===== config.mk =====
export PLATFORM = sky130hd
export DESIGN_NAME = rmd_wht
export DESIGN_NICKNAME = d
export VERILOG_FILES = /design/src/hw/rtl/rmd_pkg.sv /design/src/hw/rtl/rmd_wht.sv
export SDC_FILE = /design/constraint.sdc
export NUM_CORES = 2
export LEC_CHECK = 0
export ABC_AREA = 1
export BUFFER_PORTS_ARGS = -buffer_cell sky130_fd_sc_hd__buf_2
export CORE_MARGIN = 2
export CORE_UTILIZATION = 34
export DETAILED_ROUTE_END_ITERATION = 16
export SLEW_MARGIN = 10
export SYNTH_ARGS = -nofsm -noshare
export SYNTH_HDL_FRONTEND = slang
export SYNTH_SLANG_ARGS = --single-unit

===== constraint.sdc =====
create_clock -name i_clk -period 6.3 [get_ports i_clk]
set_input_delay 0.315 -clock i_clk [delete_from_list [all_inputs] [get_ports i_clk]]
set_output_delay 0.315 -clock i_clk [all_outputs]
set_load 0.01 [all_outputs]

===== src/hw/rtl/rmd_pkg.sv =====
`timescale 1ns / 1ps
// ----------------------------------------------------------------------------
// rmd_pkg
// Shared types, constants and functions of the first-order Reed-Muller decoder.
// ----------------------------------------------------------------------------
package rmd_pkg;

    localparam int MAX_ORDER  = 6;
    localparam int WORD_BITS  = 64;
    localparam int NUM_MSG    = 128;
    localparam int NUM_LEAF   = 16;

    typedef logic signed [7:0] t_coef;
    typedef t_coef t_coef_vec [WORD_BITS];

    typedef struct packed {
        logic       valid;
        logic [6:0] msg;
        logic [6:0] hdist;
    } t_cand;

    // Clamp the configured order into the supported range.
    function automatic logic [2:0] eff_order(input logic [2:0] code);
        logic [2:0] n;
        n = code;
        if (n < 3'd1) n = 3'd1;
        if (n > 3'(MAX_ORDER)) n = 3'(MAX_ORDER);
        return n;
    endfunction

    // One butterfly layer of the Walsh-Hadamard transform.
    function automatic t_coef_vec wht_layer(input t_coef_vec x, input int k);
        t_coef_vec y;
        for (int p = 0; p < WORD_BITS; p++) begin
            if (((p >> k) & 1) == 0) begin
                y[p]            = x[p] + x[p | (1 << k)];
                y[p | (1 << k)] = x[p] - x[p | (1 << k)];
            end
        end
        return y;
    endfunction

    // Difference pattern of message v for order n: bit k is m_(n-k) xor m_(n-k-1).
    function automatic logic [5:0] msg_diff(input logic [6:0] v, input logic [2:0] n);
        logic [5:0] d;
        d = '0;
        for (int k = 0; k < MAX_ORDER; k++) begin
            if (k < int'(n)) begin
                d[k] = v[3'(int'(n) - k)] ^ v[3'(int'(n) - k - 1)];
            end
        end
        return d;
    endfunction

    // Keeps the lower-index candidate on ties.
    function automatic t_cand pick(input t_cand a, input t_cand b);
        if (!b.valid) return a;
        if (!a.valid) return b;
        if (b.hdist < a.hdist) return b;
        return a;
    endfunction

endpackage


===== src/hw/rtl/rmd_wht.sv =====
`timescale 1ns / 1ps
// ----------------------------------------------------------------------------
// rmd_wht
// Two-stage pipelined 64-point Walsh-Hadamard transform of the signed word.
// ----------------------------------------------------------------------------
module rmd_wht (
    input  logic                  i_clk,
    input  logic                  i_rst_n,
    input  logic                  i_en,
    input  logic                  i_valid,
    input  logic [63:0]           i_word,
    input  logic [2:0]            i_order,
    output logic                  o_valid,
    output rmd_pkg::t_coef_vec    o_spec,
    output logic [2:0]            o_order
);
    import rmd_pkg::*;

    t_coef_vec n_a, r_a, n_b, r_b;
    logic      r_a_valid, r_b_valid;
    logic [2:0] r_a_order, r_b_order;

    // Positions beyond the word length contribute zero to every correlation.
    always_comb begin
        t_coef_vec x;
        for (int p = 0; p < WORD_BITS; p++) begin
            if ((p >> i_order) == 0) x[p] = i_word[p] ? -8'sd1 : 8'sd1;
            else                     x[p] = 8'sd0;
        end
        x   = wht_layer(x, 0);
        x   = wht_layer(x, 1);
        n_a = wht_layer(x, 2);
    end

    always_comb begin
        t_coef_vec y;
        y   = wht_layer(r_a, 3);
        y   = wht_layer(y, 4);
        n_b = wht_layer(y, 5);
    end

    always_ff @(posedge i_clk) begin
        if (!i_rst_n) begin
            r_a_valid <= 1'b0;
            r_b_valid <= 1'b0;
        end else if (i_en) begin
            r_a_valid <= i_valid;
            r_b_valid <= r_a_valid;
        end
        if (i_en) begin
            r_a       <= n_a;
            r_a_order <= i_order;
            r_b       <= n_b;
            r_b_order <= r_a_order;
        end
    end

    assign o_valid = r_b_valid;
    assign o_spec  = r_b;
    assign o_order = r_b_order;
endmodule


==> flow_summary.toml <==
[run_status]
status = "finished, final reports clean"

[floorplan]
core-area_um2 = 345400
die_y_um = 592.4
start_util_pct = 34.09
boundaryPins = 587
die_w_um = 592.4
die_area_um2 = 351000
rows = 216

[layout]
post-route-util_pct = 37.69
drive_gt1_share_pct = 6.515
layout.cells.non_filler = 19620
fin_nets = 17530
syn_to_final_growth_pct = 10.58

[timing]
period_minus_slack_ps = 5628
grt_setup_unrepaired = "no"
tightest_slew_ps = 1110
clock_skew_ps = 68.56
finalHoldViolCount = 0
fin_setup_tns_ps = 0
fmax_mhz = 177.7
slew_violations = 0
worst_slack_ps = 671.6
setup_viol = 0
slew_headroom_pct = 25.97
post-route-period-util_pct = 89.34

[drt]
drc_errors = 0
viasPerCell = 4.724
postRouteAntennaNets = 0
routed_wl_um = 348900
drt_iter0_markers = 6620
vias = 92700
wl_per_cell_um = 17.78
dr.pass1.iters = 8

[critical_path]
crit_type = "input port to register"
setup.worst_path.end_class = "register"
critPathMostFrequentCell = "inv_1"
crit_buf_inv = 8
critPathRequiredTime_ps = 6900
worst_ep_arrival_time_ps = 6230
path_cells = "dlygate4sd3_1 > buf_2 > inv_1 > o21ai_0 > inv_1 > nor2_1 > nand2_1 > fa_1 > fa_1 > inv_1 > ha_1 > inv_1 > nor2_1 > nor2_1 > o21ai_0 > a21oi_1 > or2_2 > xor2_1 > inv_1 > ha_1 > inv_1 > a221o_1 > a31oi_1 > xor2_1"
cpPeakStageDelay_ps = 540
timing.critical_path.from_type = "input port"
slowest_stage = "dlygate4sd3_1"
path_max_fanout = 21
path_delay_family = "adder cells"

[placed_design]
pre_cts_slack_ps = 382.9
dp.cells = 19390
io_buffers = 586
gp_congestion = 0.9557
dp_hpwl_um = 297800

[yosys]
synth_edf_count = 929
syn_area_per_cell_um2 = 8.256
synthTopCellsByArea = "edfxtp_1 24%, ha_1 22%, xor2_1 9.5%, inv_1 9.3%, fa_1 8.3%"
synthesis.area_um2 = 117700
synth_top_area_share_pct = 23.70
yosys_warnings = 0
yosysSeqAreaShare_pct = 23.73
netlist-cell-type-count = 64
synthFlopType = "edfxtp_1"
ys_seq_elements = 931
yosysTopAreaCell = "edfxtp_1"
ys_async_sr_fraction_pct = 0
synthCells = 14260

[global_route]
grt_pass1_vias = 87940
antenna_found_initial = 8
grtUsageTotal_pct = 19.37
grt_pass1_wl_um = 522600
grt_overflow = 0
grt_max_degree = 146

[job]
maxCapViolCount = 0

[clock_tree]
cts_buffers = 120
cts_tree = "done"
clk_pin_slew_ps = 60
clk_path_buf_depth = 4
htree_levels = 3
cts_root_buffer = "clkbuf_16"
clock_latency_ps = 910
clock-sinks = 931

[hold_path]
min_path_type = "input port to register"
==> final timing paths <==
| path | from | endpoint | slack, ps | depth (start not counted) |
|---|---|---|---|---|
| max | i_order[2] | r_a[335] | 670 | 24 |
| min | i_rst_n | o_valid | 260 | 4 |
| max reg2reg | r_a[417] | o_spec[487] | 1520 | 18 |
| min reg2reg | r_a_order[0] | o_order[0] | 430 | 0 |
==> worst reg2reg max path, delay by kind of cell (launching register included) <==
family,cells,cell delay (ps)
compound gates,4,1110
xor+xnor,2,780
simple gates,5,610
flops,1,540
buf+inv,4,490
fa+ha+maj,3,990
==> registers in the layout, indices dropped and copies added, names as in the netlist <==
| name | cells |
|---|---|
| o_spec | 459 |
| r_a_valid | 1 |
| r_a | 464 |
| r_a_order | 3 |
| o_order | 3 |
| o_valid | 1 |
==> layout make-up <==
class / count / area, um^2
Timing Repair Buffer: 627 / 3356
Antenna cell: 4 / 10.01
Fill cell: 35590 / 215200
Tap cell: 4578 / 5728
Sequential cell: 931 / 27940
Inverter: 2963 / 11120
Clock inverter: 83 / 915.9
Multi-Input combinational cell: 10300 / 77980
Clock buffer: 137 / 3131
==> stage by stage <==
stage	hold slack, ps	area, um^2
6_report	256.9	130200
5_1_grt	256.1	130200
4_1_cts	176.5	130200
3_5_place_dp	415.5	126100
3_3_place_gp	402.3	126100
2_1_floorplan	400.3	118400
==> cells by family after synthesis <==
logic type / count (synthesis) / synth area share [%]
compound gates: 2227 / 11.04
fa+ha+maj: 2512 / 29.80
other cells: 2 / 0.006379
simple gates: 3883 / 13.67
buf+inv: 3210 / 10.62
xor+xnor: 1489 / 11.10
flops: 931 / 23.73
mux: 5 / 0.04251
==> cell usage in the layout (no fill, tap or decap), types with 15 or more instances in the layout <==
master,count
a21o_1,97
a21oi_1,1100
a21oi_2,15
a22oi_1,21
a31o_2,22
a31oi_1,81
and2_1,32
buf_2,585
buf_4,27
bufinv_16,15
clkbuf_16,123
clkinv_1,20
conb_1,185
edfxtp_1,929
fa_1,487
ha_1,2025
inv_1,2917
inv_2,46
inv_6,15
nand2_1,2351
nand2_2,34
nand3_1,549
nand3b_1,56
nand4_1,29
nor2_1,660
nor3_1,107
o211ai_1,18
o21a_1,15
o21ai_0,390
o21ai_1,22
o21bai_1,212
o31ai_1,167
or2_2,23
xnor2_1,204
xor2_1,1282
==> routing by layer <==
layer  GRT usage, %  part of all wire, %  vias up  wire [um]
met5              0                    0        -          0
met1          28.14                   49    43820     169800
met4          4.276                  2.4        0       8239
met2          30.93                   44     2155     153200
li1               -                    -    46430          -
met3          1.869                  5.0      296      17550
==> cells in the mapped netlist (22+ instances only) <==
cell	n
inv_1	2917
nand2_1	2351
ha_1	2025
xor2_1	1282
a21oi_1	1100
edfxtp_1	929
nor2_1	660
nand3_1	549
fa_1	487
o21ai_0	390
o21bai_1	212
xnor2_1	204
o31ai_1	167
nor3_1	107
a21o_1	97
buf_2	90
a31oi_1	81
buf_4	64
clkbuf_1	62
nand3b_1	56
inv_2	46
nand2_2	34
and2_1	32
nand4_1	29
or2_2	23
a31o_2	22
clkbuf_2	22
o21ai_1	22
==> timing repair <==
action	in CTS	in global routing
resized for setup	0	0
hold buffers	7	0
hold endpoints to repair	15	0
setup buffers	0	0
Power is not shown: default switching activity piles up to over one toggle a cycle in this logic, so the estimate is an artifact.
